[src/rtl/core/wrsi_pkg.sv]
// ----------------------------------------------------------------------------
// wrsi_pkg
// Shared types and constants for the Wilder RSI block.
// ----------------------------------------------------------------------------
package wrsi_pkg;

   // default parameter values for the top level
   localparam int PRICE_BITS_DEF     = 32;
   localparam int AVG_FRAC_BITS_DEF  = 16;

   // gain / loss store width (sums during warm-up, averages after)
   localparam int STORE_BITS         = 48;

   // smoothing period register
   localparam int PERIOD_BITS        = 8;
   localparam logic [PERIOD_BITS-1:0] PERIOD_RESET = 8'd14;

   // difference count value that marks the averages as warm
   localparam logic [PERIOD_BITS-1:0] WARM_MARK    = 8'hFF;

   // RSI output, Q7.16; full scale 100.0 = 25 << 18
   localparam int RSI_BITS           = 23;
   localparam logic [RSI_BITS-1:0] RSI_FULL = 23'd6553600;
   localparam logic [PERIOD_BITS-1:0] RSI_SCALE = 8'd25;
   localparam int RSI_SHIFT          = 18;
   localparam int RSI_PRE_BITS       = RSI_BITS - RSI_SHIFT;

   // smoothing numerator is kept modulo 2^64
   localparam int NUM_WRAP_BITS      = 64;

   // serial units
   localparam int MUL_BITS           = STORE_BITS + PERIOD_BITS;
   localparam int DEN_BITS           = STORE_BITS + 1;
   localparam int REM_BITS           = DEN_BITS + 1;
   localparam int DIV_CNT_BITS       = $clog2(STORE_BITS);

   // configuration port
   localparam int CSR_ADDR_BITS      = 2;
   localparam int CSR_DATA_BITS      = 32;
   localparam logic [CSR_ADDR_BITS-1:0] CSR_PERIOD_ADDR = 2'd0;

   typedef enum logic [3:0] {
      ST_IDLE,
      ST_DIFF,
      ST_MUL_GAIN,
      ST_DIV_GAIN,
      ST_MUL_LOSS,
      ST_DIV_LOSS,
      ST_MUL_RSI,
      ST_DIV_RSI,
      ST_EMIT
   } state_type;

   typedef struct packed {
      logic busy;
      logic done;
   } unit_status_type;

endpackage

[src/rtl/core/wrsi_if.sv]
// ----------------------------------------------------------------------------
// wrsi_req_if / wrsi_rsp_if
// Valid/ready channels for price transactions in and RSI transactions out.
// ----------------------------------------------------------------------------
interface wrsi_req_if #(
   parameter int PRICE_BITS = wrsi_pkg::PRICE_BITS_DEF
);
   logic                  valid;
   logic                  ready;
   logic [PRICE_BITS-1:0] price;
   logic                  first_of_series;

   modport source (output valid, output price, output first_of_series, input ready);
   modport sink   (input valid, input price, input first_of_series, output ready);
endinterface

interface wrsi_rsp_if;
   logic                          valid;
   logic                          ready;
   logic [wrsi_pkg::RSI_BITS-1:0] rsi;

   modport source (output valid, output rsi, input ready);
   modport sink   (input valid, input rsi, output ready);
endinterface

[src/rtl/core/wilder_relative_strength_index.sv]
// ----------------------------------------------------------------------------
// wilder_relative_strength_index
// Wilder RSI over a stream of unsigned Q16.16 prices, bit-serial datapath.
// ----------------------------------------------------------------------------
// Takes one price transaction at a time and returns an RSI transaction
// (Q7.16, 0 to 100) once the averages are warm. A warm item takes one 8-step
// shift-and-add multiply and one 48-step restoring division for each of the
// two averages, then an 8-step multiply and a 23-step division for the ratio,
// all on one multiplier and one divider that retire a bit per cycle. The item
// that completes warm-up skips the two averaging multiplies; a warm-up item
// without a result only passes through the difference state, and a restart
// item is handled in the idle state. An average that saturates skips its
// division, and a zero average loss skips the ratio. A finished result sits
// in the output register, so the next transaction is accepted while it
// waits. period is at byte address 0 of the APB port; period 0 acts as 1.
// ----------------------------------------------------------------------------
module wilder_relative_strength_index #(
   parameter int PRICE_BITS            = wrsi_pkg::PRICE_BITS_DEF,
   parameter int AVERAGE_FRACTION_BITS = wrsi_pkg::AVG_FRAC_BITS_DEF
) (
   input  logic                                 clock,
   input  logic                                 reset,
   wrsi_req_if.sink                             req_ch,
   wrsi_rsp_if.source                           rsp_ch,
   input  logic                                 csr_psel,
   input  logic                                 csr_penable,
   input  logic                                 csr_pwrite,
   input  logic [wrsi_pkg::CSR_ADDR_BITS-1:0]   csr_paddr,
   input  logic [wrsi_pkg::CSR_DATA_BITS-1:0]   csr_pwdata,
   output logic [wrsi_pkg::CSR_DATA_BITS-1:0]   csr_prdata,
   output logic                                 csr_pready
);

   localparam int SB     = wrsi_pkg::STORE_BITS;
   localparam int PB     = wrsi_pkg::PERIOD_BITS;
   localparam int F      = AVERAGE_FRACTION_BITS;
   // numerator of an average: avg*(p-1) + (fresh << F), with headroom
   localparam int NUM_W  = SB + F + PB + 1;
   localparam int TOP_W  = NUM_W - SB;
   localparam int CNT_W  = $clog2(SB);
   localparam logic [NUM_W-1:0] WRAP_MASK =
      ~({NUM_W{1'b1}} << wrsi_pkg::NUM_WRAP_BITS);

   // --------------------------------------------------------------------
   // state
   // --------------------------------------------------------------------
   wrsi_pkg::state_type state_ff, state_in;
   logic                go_ff, go_in;        // first cycle in a state

   logic [PB-1:0]         period_ff, period_in;
   logic [PRICE_BITS-1:0] prev_ff, prev_in;
   logic                  have_prev_ff, have_prev_in;
   logic [SB-1:0]         gain_ff, gain_in;
   logic [SB-1:0]         loss_ff, loss_in;
   logic [PB-1:0]         count_ff, count_in;
   logic [PRICE_BITS-1:0] fresh_gain_ff, fresh_gain_in;
   logic [PRICE_BITS-1:0] fresh_loss_ff, fresh_loss_in;
   logic                  smooth_ff, smooth_in;   // 0: first average of sums
   logic [wrsi_pkg::RSI_BITS-1:0] rsi_ff, rsi_in;
   logic                  rsp_valid_ff, rsp_valid_in;
   logic [wrsi_pkg::RSI_BITS-1:0] rsp_rsi_ff, rsp_rsi_in;

   // --------------------------------------------------------------------
   // datapath terms
   // --------------------------------------------------------------------
   logic                  csr_write;
   logic [PB-1:0]         p_eff;
   logic [PB-1:0]         count_inc;
   logic                  req_accept;
   logic                  restart;
   logic                  price_up;
   logic                  loss_phase;
   logic [SB-1:0]         store_sel;
   logic [PRICE_BITS-1:0] fresh_sel;
   logic [NUM_W-1:0]      num;
   logic [TOP_W-1:0]      num_top;
   logic                  avg_sat;
   logic                  loss_zero;
   logic                  rsp_load;

   // serial units
   logic                              mul_start;
   logic [SB-1:0]                     mul_a;
   logic [PB-1:0]                     mul_b;
   logic [wrsi_pkg::MUL_BITS-1:0]     mul_prod;
   wrsi_pkg::unit_status_type         mul_stat;

   logic                              div_start;
   logic [wrsi_pkg::REM_BITS-1:0]     div_rem_init;
   logic [SB-1:0]                     div_low_init;
   logic [wrsi_pkg::DEN_BITS-1:0]     div_den;
   logic [CNT_W-1:0]                  div_last_step;
   logic [SB-1:0]                     div_quot;
   wrsi_pkg::unit_status_type         div_stat;

   // APB: write on the access phase, no wait states
   assign csr_write  = csr_psel & csr_penable & csr_pwrite
                     & (csr_paddr == wrsi_pkg::CSR_PERIOD_ADDR);
   assign csr_pready = 1'b1;
   assign csr_prdata = (csr_paddr == wrsi_pkg::CSR_PERIOD_ADDR)
                     ? wrsi_pkg::CSR_DATA_BITS'(period_ff) : '0;

   assign p_eff      = (period_ff == '0) ? PB'(1) : period_ff;
   assign count_inc  = count_ff + PB'(1);
   assign req_accept = req_ch.valid & req_ch.ready;
   assign restart    = req_ch.first_of_series | ~have_prev_ff;
   assign price_up   = req_ch.price > prev_ff;
   assign loss_zero  = (loss_ff == '0);

   assign loss_phase = (state_ff == wrsi_pkg::ST_MUL_LOSS)
                    || (state_ff == wrsi_pkg::ST_DIV_LOSS);
   assign store_sel  = loss_phase ? loss_ff : gain_ff;
   assign fresh_sel  = loss_phase ? fresh_loss_ff : fresh_gain_ff;

   // smoothing: (avg*(p-1) + fresh<<F) mod 2^64; first average: sum<<F
   assign num = smooth_ff
              ? ((NUM_W'(mul_prod) + (NUM_W'(fresh_sel) << F)) & WRAP_MASK)
              : (NUM_W'(store_sel) << F);
   assign num_top = num[NUM_W-1:SB];
   // quotient would not fit the store: clamp, no division needed
   assign avg_sat = num_top >= TOP_W'(p_eff);

   // multiplier operands: avg*(p-1) or gain*25 for the ratio
   assign mul_a = (state_ff == wrsi_pkg::ST_MUL_RSI) ? gain_ff : store_sel;
   assign mul_b = (state_ff == wrsi_pkg::ST_MUL_RSI) ? wrsi_pkg::RSI_SCALE
                                                      : (p_eff - PB'(1));

   // divider operands. Ratio: (gain*25 << 18) / (gain+loss); the quotient
   // is at most 100.0, so only its low RSI_BITS bits need to be developed.
   always_comb begin
      if (state_ff == wrsi_pkg::ST_DIV_RSI) begin
         div_rem_init  = wrsi_pkg::REM_BITS'(mul_prod >> wrsi_pkg::RSI_PRE_BITS);
         div_low_init  = {mul_prod[wrsi_pkg::RSI_PRE_BITS-1:0],
                          {(SB - wrsi_pkg::RSI_PRE_BITS){1'b0}}};
         div_den       = {1'b0, gain_ff} + {1'b0, loss_ff};
         div_last_step = CNT_W'(wrsi_pkg::RSI_BITS - 1);
      end else begin
         div_rem_init  = wrsi_pkg::REM_BITS'(num_top);
         div_low_init  = num[SB-1:0];
         div_den       = wrsi_pkg::DEN_BITS'(p_eff);
         div_last_step = CNT_W'(SB - 1);
      end
   end

   // --------------------------------------------------------------------
   // next state
   // --------------------------------------------------------------------
   always_comb begin
      state_in = state_ff;
      case (state_ff)
         wrsi_pkg::ST_IDLE: begin
            if (req_accept && !restart) state_in = wrsi_pkg::ST_DIFF;
         end
         wrsi_pkg::ST_DIFF: begin
            if (count_ff == wrsi_pkg::WARM_MARK) begin
               state_in = wrsi_pkg::ST_MUL_GAIN;
            end else if (count_inc >= p_eff) begin
               state_in = wrsi_pkg::ST_DIV_GAIN;
            end else begin
               state_in = wrsi_pkg::ST_IDLE;
            end
         end
         wrsi_pkg::ST_MUL_GAIN: begin
            if (mul_stat.done) state_in = wrsi_pkg::ST_DIV_GAIN;
         end
         wrsi_pkg::ST_DIV_GAIN: begin
            if ((go_ff && avg_sat) || div_stat.done) begin
               state_in = smooth_ff ? wrsi_pkg::ST_MUL_LOSS : wrsi_pkg::ST_DIV_LOSS;
            end
         end
         wrsi_pkg::ST_MUL_LOSS: begin
            if (mul_stat.done) state_in = wrsi_pkg::ST_DIV_LOSS;
         end
         wrsi_pkg::ST_DIV_LOSS: begin
            if ((go_ff && avg_sat) || div_stat.done) state_in = wrsi_pkg::ST_MUL_RSI;
         end
         wrsi_pkg::ST_MUL_RSI: begin
            if (go_ff && loss_zero) begin
               state_in = wrsi_pkg::ST_EMIT;
            end else if (mul_stat.done) begin
               state_in = wrsi_pkg::ST_DIV_RSI;
            end
         end
         wrsi_pkg::ST_DIV_RSI: begin
            if (div_stat.done) state_in = wrsi_pkg::ST_EMIT;
         end
         wrsi_pkg::ST_EMIT: begin
            if (!rsp_valid_ff || rsp_ch.ready) state_in = wrsi_pkg::ST_IDLE;
         end
         default: state_in = wrsi_pkg::ST_IDLE;
      endcase
   end

   assign go_in = (state_in != state_ff);

   // --------------------------------------------------------------------
   // FSM outputs
   // --------------------------------------------------------------------
   always_comb begin
      req_ch.ready = 1'b0;
      mul_start    = 1'b0;
      div_start    = 1'b0;
      rsp_load     = 1'b0;
      case (state_ff)
         wrsi_pkg::ST_IDLE:     req_ch.ready = 1'b1;
         wrsi_pkg::ST_MUL_GAIN,
         wrsi_pkg::ST_MUL_LOSS: mul_start = go_ff;
         wrsi_pkg::ST_MUL_RSI:  mul_start = go_ff & ~loss_zero;
         wrsi_pkg::ST_DIV_GAIN,
         wrsi_pkg::ST_DIV_LOSS: div_start = go_ff & ~avg_sat;
         wrsi_pkg::ST_DIV_RSI:  div_start = go_ff;
         wrsi_pkg::ST_EMIT:     rsp_load  = ~rsp_valid_ff | rsp_ch.ready;
         default: begin
            req_ch.ready = 1'b0;
         end
      endcase
   end

   // --------------------------------------------------------------------
   // register next values
   // --------------------------------------------------------------------
   always_comb begin
      period_in     = csr_write ? csr_pwdata[PB-1:0] : period_ff;
      prev_in       = prev_ff;
      have_prev_in  = have_prev_ff;
      gain_in       = gain_ff;
      loss_in       = loss_ff;
      count_in      = count_ff;
      fresh_gain_in = fresh_gain_ff;
      fresh_loss_in = fresh_loss_ff;
      smooth_in     = smooth_ff;
      rsi_in        = rsi_ff;
      case (state_ff)
         wrsi_pkg::ST_IDLE: begin
            if (req_accept) begin
               prev_in = req_ch.price;
               if (restart) begin
                  have_prev_in = 1'b1;
                  gain_in      = '0;
                  loss_in      = '0;
                  count_in     = '0;
               end else begin
                  // a flat price counts as a zero loss
                  fresh_gain_in = price_up ? (req_ch.price - prev_ff) : '0;
                  fresh_loss_in = price_up ? '0 : (prev_ff - req_ch.price);
               end
            end
         end
         wrsi_pkg::ST_DIFF: begin
            if (count_ff == wrsi_pkg::WARM_MARK) begin
               smooth_in = 1'b1;
            end else begin
               // warm-up sums wrap at the store width
               gain_in   = gain_ff + SB'(fresh_gain_ff);
               loss_in   = loss_ff + SB'(fresh_loss_ff);
               count_in  = (count_inc >= p_eff) ? wrsi_pkg::WARM_MARK : count_inc;
               smooth_in = 1'b0;
            end
         end
         wrsi_pkg::ST_DIV_GAIN: begin
            if (go_ff && avg_sat) begin
               gain_in = '1;
            end else if (div_stat.done) begin
               gain_in = div_quot;
            end
         end
         wrsi_pkg::ST_DIV_LOSS: begin
            if (go_ff && avg_sat) begin
               loss_in = '1;
            end else if (div_stat.done) begin
               loss_in = div_quot;
            end
         end
         wrsi_pkg::ST_MUL_RSI: begin
            if (go_ff && loss_zero) rsi_in = wrsi_pkg::RSI_FULL;
         end
         wrsi_pkg::ST_DIV_RSI: begin
            if (div_stat.done) rsi_in = div_quot[wrsi_pkg::RSI_BITS-1:0];
         end
         default: begin
            rsi_in = rsi_ff;
         end
      endcase
   end

   // output register: holds a result while the next transaction is accepted
   assign rsp_valid_in = rsp_load | (rsp_valid_ff & ~rsp_ch.ready);
   assign rsp_rsi_in   = rsp_load ? rsi_ff : rsp_rsi_ff;
   assign rsp_ch.valid = rsp_valid_ff;
   assign rsp_ch.rsi   = rsp_rsi_ff;

   always_ff @(posedge clock) begin
      if (reset) begin
         state_ff     <= wrsi_pkg::ST_IDLE;
         go_ff        <= 1'b0;
         period_ff    <= wrsi_pkg::PERIOD_RESET;
         have_prev_ff <= 1'b0;
         count_ff     <= '0;
         rsp_valid_ff <= 1'b0;
      end else begin
         state_ff     <= state_in;
         go_ff        <= go_in;
         period_ff    <= period_in;
         have_prev_ff <= have_prev_in;
         count_ff     <= count_in;
         rsp_valid_ff <= rsp_valid_in;
      end
      prev_ff       <= prev_in;
      gain_ff       <= gain_in;
      loss_ff       <= loss_in;
      fresh_gain_ff <= fresh_gain_in;
      fresh_loss_ff <= fresh_loss_in;
      smooth_ff     <= smooth_in;
      rsi_ff        <= rsi_in;
      rsp_rsi_ff    <= rsp_rsi_in;
   end

   // --------------------------------------------------------------------
   // shared serial units
   // --------------------------------------------------------------------
   wrsi_serial_mul #(
      .A_BITS (SB),
      .B_BITS (PB)
   ) u_mul (
      .clock (clock),
      .reset (reset),
      .start (mul_start),
      .a     (mul_a),
      .b     (mul_b),
      .prod  (mul_prod),
      .stat  (mul_stat)
   );

   wrsi_serial_div #(
      .LOW_BITS (SB),
      .DEN_BITS (wrsi_pkg::DEN_BITS)
   ) u_div (
      .clock     (clock),
      .reset     (reset),
      .start     (div_start),
      .rem_init  (div_rem_init),
      .low_init  (div_low_init),
      .den       (div_den),
      .last_step (div_last_step),
      .quot      (div_quot),
      .stat      (div_stat)
   );

   // --------------------------------------------------------------------
   // checks
   // --------------------------------------------------------------------
   a_rsi_range: assert property (@(posedge clock) disable iff (reset)
      rsp_valid_ff |-> (rsp_rsi_ff <= wrsi_pkg::RSI_FULL))
      else $error("RSI result above full scale");

   a_units_exclusive: assert property (@(posedge clock) disable iff (reset)
      !(mul_stat.busy && div_stat.busy))
      else $error("multiplier and divider busy together");

   a_div_done_state: assert property (@(posedge clock) disable iff (reset)
      div_stat.done |-> (state_ff == wrsi_pkg::ST_DIV_GAIN
                      || state_ff == wrsi_pkg::ST_DIV_LOSS
                      || state_ff == wrsi_pkg::ST_DIV_RSI))
      else $error("divider finished outside a divide state");

   a_mul_done_state: assert property (@(posedge clock) disable iff (reset)
      mul_stat.done |-> (state_ff == wrsi_pkg::ST_MUL_GAIN
                      || state_ff == wrsi_pkg::ST_MUL_LOSS
                      || state_ff == wrsi_pkg::ST_MUL_RSI))
      else $error("multiplier finished outside a multiply state");

endmodule

[src/rtl/core/wrsi_serial_mul.sv]
// ----------------------------------------------------------------------------
// wrsi_serial_mul
// Shift-and-add multiplier, one multiplier bit per cycle, MSB first.
// ----------------------------------------------------------------------------
module wrsi_serial_mul #(
   parameter int A_BITS = wrsi_pkg::STORE_BITS,
   parameter int B_BITS = wrsi_pkg::PERIOD_BITS
) (
   input  logic                          clock,
   input  logic                          reset,
   input  logic                          start,
   input  logic [A_BITS-1:0]             a,
   input  logic [B_BITS-1:0]             b,
   output logic [A_BITS+B_BITS-1:0]      prod,
   output wrsi_pkg::unit_status_type     stat
);

   localparam int P_BITS = A_BITS + B_BITS;
   localparam int CNT_W  = (B_BITS > 1) ? $clog2(B_BITS) : 1;

   logic [A_BITS-1:0] a_ff, a_in;
   logic [B_BITS-1:0] b_ff, b_in;
   logic [P_BITS-1:0] acc_ff, acc_in;
   logic [CNT_W-1:0]  cnt_ff, cnt_in;
   logic              busy_ff, busy_in;
   logic              done_ff, done_in;

   always_comb begin
      a_in    = a_ff;
      b_in    = b_ff;
      acc_in  = acc_ff;
      cnt_in  = cnt_ff;
      busy_in = busy_ff;
      done_in = 1'b0;
      if (start) begin
         a_in    = a;
         b_in    = b;
         acc_in  = '0;
         cnt_in  = '0;
         busy_in = 1'b1;
      end else if (busy_ff) begin
         acc_in = {acc_ff[P_BITS-2:0], 1'b0}
                + (b_ff[B_BITS-1] ? P_BITS'(a_ff) : {P_BITS{1'b0}});
         b_in   = b_ff << 1;
         cnt_in = cnt_ff + CNT_W'(1);
         if (cnt_ff == CNT_W'(B_BITS - 1)) begin
            busy_in = 1'b0;
            done_in = 1'b1;
         end
      end
   end

   always_ff @(posedge clock) begin
      if (reset) begin
         busy_ff <= 1'b0;
         done_ff <= 1'b0;
      end else begin
         busy_ff <= busy_in;
         done_ff <= done_in;
      end
      a_ff   <= a_in;
      b_ff   <= b_in;
      acc_ff <= acc_in;
      cnt_ff <= cnt_in;
   end

   assign prod      = acc_ff;
   assign stat.busy = busy_ff;
   assign stat.done = done_ff;

endmodule

[src/rtl/core/wrsi_serial_div.sv]
// ----------------------------------------------------------------------------
// wrsi_serial_div
// Restoring divider, one quotient bit per cycle. The caller preloads a
// partial remainder below the divisor and the low dividend bits to shift in.
// ----------------------------------------------------------------------------
module wrsi_serial_div #(
   parameter int LOW_BITS = wrsi_pkg::STORE_BITS,
   parameter int DEN_BITS = wrsi_pkg::DEN_BITS
) (
   input  logic                             clock,
   input  logic                             reset,
   input  logic                             start,
   input  logic [DEN_BITS:0]                rem_init,
   input  logic [LOW_BITS-1:0]              low_init,
   input  logic [DEN_BITS-1:0]              den,
   input  logic [$clog2(LOW_BITS)-1:0]      last_step,
   output logic [LOW_BITS-1:0]              quot,
   output wrsi_pkg::unit_status_type        stat
);

   localparam int REM_BITS = DEN_BITS + 1;
   localparam int CNT_W    = $clog2(LOW_BITS);

   logic [REM_BITS-1:0] rem_ff, rem_in;
   logic [LOW_BITS-1:0] low_ff, low_in;
   logic [LOW_BITS-1:0] quot_ff, quot_in;
   logic [DEN_BITS-1:0] den_ff, den_in;
   logic [CNT_W-1:0]    cnt_ff, cnt_in;
   logic                busy_ff, busy_in;
   logic                done_ff, done_in;

   logic [REM_BITS-1:0] rem_shift;
   logic                fits;

   assign rem_shift = {rem_ff[REM_BITS-2:0], low_ff[LOW_BITS-1]};
   assign fits      = rem_shift >= {1'b0, den_ff};

   always_comb begin
      rem_in  = rem_ff;
      low_in  = low_ff;
      quot_in = quot_ff;
      den_in  = den_ff;
      cnt_in  = cnt_ff;
      busy_in = busy_ff;
      done_in = 1'b0;
      if (start) begin
         rem_in  = rem_init;
         low_in  = low_init;
         quot_in = '0;
         den_in  = den;
         cnt_in  = last_step;
         busy_in = 1'b1;
      end else if (busy_ff) begin
         rem_in  = fits ? (rem_shift - {1'b0, den_ff}) : rem_shift;
         low_in  = {low_ff[LOW_BITS-2:0], 1'b0};
         quot_in = {quot_ff[LOW_BITS-2:0], fits};
         cnt_in  = cnt_ff - CNT_W'(1);
         if (cnt_ff == '0) begin
            busy_in = 1'b0;
            done_in = 1'b1;
         end
      end
   end

   always_ff @(posedge clock) begin
      if (reset) begin
         busy_ff <= 1'b0;
         done_ff <= 1'b0;
      end else begin
         busy_ff <= busy_in;
         done_ff <= done_in;
      end
      rem_ff  <= rem_in;
      low_ff  <= low_in;
      quot_ff <= quot_in;
      den_ff  <= den_in;
      cnt_ff  <= cnt_in;
   end

   assign quot      = quot_ff;
   assign stat.busy = busy_ff;
   assign stat.done = done_ff;

   // partial remainder must stay below the divisor or the quotient is wrong
   a_rem_below_den: assert property (@(posedge clock) disable iff (reset)
      busy_ff |-> (rem_ff < {1'b0, den_ff}))
      else $error("divider remainder not below divisor");

endmodule

[src/flat_wrapper.sv]
// flat-port wrapper written by rule: the top's interface ports become plain ports
module wilder_relative_strength_index_flat 
#(
   parameter int PRICE_BITS            = wrsi_pkg::PRICE_BITS_DEF,
   parameter int AVERAGE_FRACTION_BITS = wrsi_pkg::AVG_FRAC_BITS_DEF
)
  (clock, reset, csr_psel, csr_penable, csr_pwrite, csr_paddr, csr_pwdata, csr_prdata, csr_pready, req_ch_valid, req_ch_price, req_ch_first_of_series, req_ch_ready, rsp_ch_valid, rsp_ch_rsi, rsp_ch_ready);
  wrsi_req_if #(.PRICE_BITS(PRICE_BITS)) req_ch_i ();
  wrsi_rsp_if rsp_ch_i ();
  input  logic clock;
  input  logic reset;
  input  logic csr_psel;
  input  logic csr_penable;
  input  logic csr_pwrite;
  input  logic [wrsi_pkg::CSR_ADDR_BITS-1:0] csr_paddr;
  input  logic [wrsi_pkg::CSR_DATA_BITS-1:0] csr_pwdata;
  output logic [wrsi_pkg::CSR_DATA_BITS-1:0] csr_prdata;
  output logic csr_pready;
  input wire logic [$bits(req_ch_i.valid)-1:0] req_ch_valid;
  input wire logic [$bits(req_ch_i.price)-1:0] req_ch_price;
  input wire logic [$bits(req_ch_i.first_of_series)-1:0] req_ch_first_of_series;
  output wire logic [$bits(req_ch_i.ready)-1:0] req_ch_ready;
  output wire logic [$bits(rsp_ch_i.valid)-1:0] rsp_ch_valid;
  output wire logic [$bits(rsp_ch_i.rsi)-1:0] rsp_ch_rsi;
  input wire logic [$bits(rsp_ch_i.ready)-1:0] rsp_ch_ready;
  assign req_ch_i.valid = req_ch_valid;
  assign req_ch_i.price = req_ch_price;
  assign req_ch_i.first_of_series = req_ch_first_of_series;
  assign req_ch_ready = req_ch_i.ready;
  assign rsp_ch_valid = rsp_ch_i.valid;
  assign rsp_ch_rsi = rsp_ch_i.rsi;
  assign rsp_ch_i.ready = rsp_ch_ready;
  wilder_relative_strength_index #(.PRICE_BITS(PRICE_BITS), .AVERAGE_FRACTION_BITS(AVERAGE_FRACTION_BITS)) u_core (.clock(clock), .reset(reset), .req_ch(req_ch_i), .rsp_ch(rsp_ch_i), .csr_psel(csr_psel), .csr_penable(csr_penable), .csr_pwrite(csr_pwrite), .csr_paddr(csr_paddr), .csr_pwdata(csr_pwdata), .csr_prdata(csr_prdata), .csr_pready(csr_pready));
endmodule
[config.mk]
export PLATFORM = sky130hd
export DESIGN_NAME = wilder_relative_strength_index_flat
export DESIGN_NICKNAME = d
export VERILOG_FILES = /design/src/rtl/core/wrsi_pkg.sv /design/src/rtl/core/wrsi_if.sv /design/src/rtl/core/wilder_relative_strength_index.sv /design/src/rtl/core/wrsi_serial_mul.sv /design/src/rtl/core/wrsi_serial_div.sv /design/src/flat_wrapper.sv
export SDC_FILE = /design/constraint.sdc
export NUM_CORES = 2
export LEC_CHECK = 0
export BUFFER_PORTS_ARGS = -buffer_cell sky130_fd_sc_hd__buf_2
export CORE_AREA = 5 5 347 349
export DETAILED_ROUTE_END_ITERATION = 10
export DIE_AREA = 0 0 352 354
export GPL_TIMING_DRIVEN = 0
export PLACE_DENSITY = 0.6
export SYNTH_ARGS = -nofsm -noshare
export SYNTH_HDL_FRONTEND = slang
export SYNTH_SLANG_ARGS = --single-unit
export TNS_END_PERCENT = 30
[constraint.sdc]
create_clock -name clock -period 17.7 [get_ports clock]
set_input_delay 3.54 -clock clock [delete_from_list [all_inputs] [get_ports clock]]
set_output_delay 3.54 -clock clock [all_outputs]
set_load 0.02 [all_outputs]
==> impl_metrics.tcl <==
set metrics [dict create \
    cap_violations 0 \
    cp_max_fo 26 \
    cts_tree "yes" \
    ant_nets 0 \
    fin_area_um2 46800 \
    place_ws_ps 6630 \
    fillers 11783 \
    synthCells 4512 \
    vias_per_cell 5.74 \
    cp_data_required_time_ps 18010 \
    nets 5104 \
    cp-start-kind "flip-flop" \
    routed_wl_um 156000 \
    netlist_area_um2 41800 \
    hold_viol_final 0 \
    p_leak_nw 19.1 \
    post_cts_buffers 0 \
    cts_resized 0 \
    synth_cell_types 103 \
    ctsHoldBuffers 0 \
    grt_max_degree 63 \
    drt_iter0_drc 3790 \
    fin_cells 6294 \
    row_count 126 \
    grtUsageTotal_pct 24.1 \
    worst_pin_slew_ps 1440 \
    intPower_mw 2.63 \
    synth_edf_count 447 \
    crit_type "reg -> reg" \
    power.share.clock_pct 39.3 \
    post-route-period-util_pct 63.1 \
    power_density_nw_per_um2 80.6 \
    drive_gt1_share_pct 8.60 \
    regToRegSetupSlack_ps 6530 \
    place.gp.congestion 0.970 \
    grt_pass1_wl_um 227000 \
    wl_per_cell_um 24.8 \
    core-area_um2 117000 \
    fmax_mhz 89.6 \
    route.detailed.drc 0 \
    setup_ws_ps 6530 \
    fin_skew_ps 48.3 \
    syn_avg_cell_area_um2 9.26 \
    h-tree-depth 3 \
    ys_async_sr_fraction_pct 0 \
    yosysSeqAreaShare_pct 38.5 \
    setup-violations-final 0 \
    initial_utilization_pct 35.7 \
    swShare_pct 30.2 \
    slew_violations 0 \
    dieArea_um2 125000 \
    layout_min_cycle_time_ps 11170 \
    multi_input_area_um2 23900 \
    min_path_type "reg -> reg" \
    clock_latency_ps 650 \
    yosys_warnings 0 \
    num_vias 36131 \
    p_switching_mw 1.14 \
    slew_headroom_pct 2.65 \
    grt_setup_unrepaired "false" \
    final_core_util_pct 39.9 \
    arrival_ps 11480 \
    root_buffer "clkbuf_16" \
    hold_ws_ps 417 \
    seq_power_share_pct 42.2 \
    cts_sinks 581 \
    clk_pin_slew_ps 60 \
    antenna_found_initial 2 \
    dp_hpwl_um 124000 \
    place_area_um2 44400 \
    layout_common_cells "edfxtp_1 (447), nor2_1 (438), a21oi_1 (335), ha_1 (325), nand2_1 (302)" \
    pwr-share-comb_pct 18.4 \
    worst_setup_path_end_kind "flip-flop" \
    final_common_cell "edfxtp_1" \
    area_delta_synth_final_pct 11.9 \
    die_w_um 352 \
    status "complete, no violations" \
    p_total_mw 3.77 \
    grt_overflow 0 \
    grt_pass1_vias 34127 \
    clockBufferDepth 3 \
    cts_inserted_buffers 73 \
    pin_count 132 \
    regArea_um2 16100 \
    yosys_register_bits 581 \
    placed_cells 6158 \
    ys.flop_type "edfxtp_1" \
    dr.pass1.iters 8 \
    port_buffers 79 \
    die_h_um 354 \
    ir_drop_uv 78.1 \
    setup_tns_ps 0 \
]
-- routing by layer --
layer | vias to the layer above | part of all wire [%] | wire, µm | GRT usage (%)
met1 | 17419 | 43 | 67400 | 32.4
met3 | 272 | 7.1 | 11000 | 3.41
met4 | 0 | 6.7 | 10500 | 14.0
met2 | 1476 | 43 | 67400 | 37.1
li1 | 16964 | - | - | -
met5 | - | 0 | 0 | 0
-- path summary, 6_finish.rpt --
kind                           start                     to  cells past startpoint
setup / recovery  u_core.state_ff[3]      u_core.gain_ff[1]                     27
hold / removal     u_core.rsi_ff[12]  u_core.rsp_ch.rsi[12]                      0
setup reg to reg  u_core.state_ff[3]      u_core.gain_ff[1]                     27
hold reg to reg    u_core.rsi_ff[12]  u_core.rsp_ch.rsi[12]                      0
-- cells in the mapped netlist (all sizes together), types with 111 or more instances --
| master | count | share of area (%) |
|---|---|---|
| edfxtp | 447 | 32 |
| nor2 | 439 | 3.9 |
| a21oi | 339 | 4.1 |
| ha | 325 | 9.7 |
| o21ai | 309 | 3.7 |
| nand2 | 302 | 2.7 |
| inv | 220 | 2.0 |
| a21o | 189 | 3.4 |
| xnor2 | 165 | 3.5 |
| clkbuf | 157 | 1.4 |
| dfxtp | 134 | 6.4 |
| xor2 | 123 | 2.6 |
| mux2i | 111 | 2.7 |
-- cells by family after synthesis --
| group | Yosys count | share of synthesized area [%] |
|---|---|---|
| AOI/OAI and AO/OA | 1362 | 21.2 |
| xor gates and xnor gates | 288 | 6.04 |
| adders and majority gates | 333 | 10.1 |
| buffers and inverters | 456 | 4.55 |
| DFF | 581 | 38.5 |
| muxes | 189 | 4.77 |
| other | 2 | 0.0180 |
| and+or+nand+nor | 1301 | 14.8 |
-- power groups by stage --
stage | Clock (mW) | Sequential (mW) | Combinational, mW
3_3_place_gp | 0 | 1.62 | 0.670
6_report | 1.48 | 1.59 | 0.695
4_1_cts | 1.51 | 1.58 | 0.682
5_1_grt | 1.57 | 1.59 | 0.757
3_5_place_dp | 0 | 1.61 | 0.677
2_1_floorplan | 0 | 1.57 | 0.490
-- worst max-delay path, stage by stage, from the launching register on --
cell and delay, ps:
dfxtp_1 380, nor3b_2 700, clkbuf_1 600, clkbuf_1 990, buf_1 810, mux2_2 530
ha_1 410, o21ai_0 120, o21ai_1 240, a41oi_1 310, nor4_2 410, o211ai_2 220
a211oi_2 490, nor3_2 150, or3_1 330, a31oi_1 460, ha_1 250, o21ai_0 80
a21oi_1 110, or3_1 120, a21oi_1 150, o31a_1 230, nor3b_2 680, clkbuf_1 860
o21ai_0 320, a21oi_4 350, buf_12 240, buf_12 230
-- flip-flops by register name (all words and copies together), names as in the netlist, 23 cells and up --
register and cells:
u_core.loss_ff 48, u_core.u_div.den_ff 49, u_core.u_mul.a_ff 48, u_core.fresh_loss_ff 32, u_core.u_div.quot 48, u_core.prev_ff 32, u_core.u_div.low_ff 48, u_core.rsi_ff 23
u_core.u_mul.prod 56, u_core.u_div.rem_ff 49, u_core.gain_ff 48, u_core.rsp_ch.rsi 23, u_core.fresh_gain_ff 32
-- cell type report --
type                            count  share of cell area (%)
Antenna cell                        3                  0.0161
Inverter                          222                    1.78
Buffer                            234                    2.29
Timing Repair Buffer               87                    1.21
Sequential cell                   581                    34.4
Clock inverter                     32                   0.471
Clock buffer                      101                    4.55
Tap cell                         1536                    4.11
Multi-Input combinational cell   3498                    51.1
Note: power is estimated with default switching activity, not from simulation.
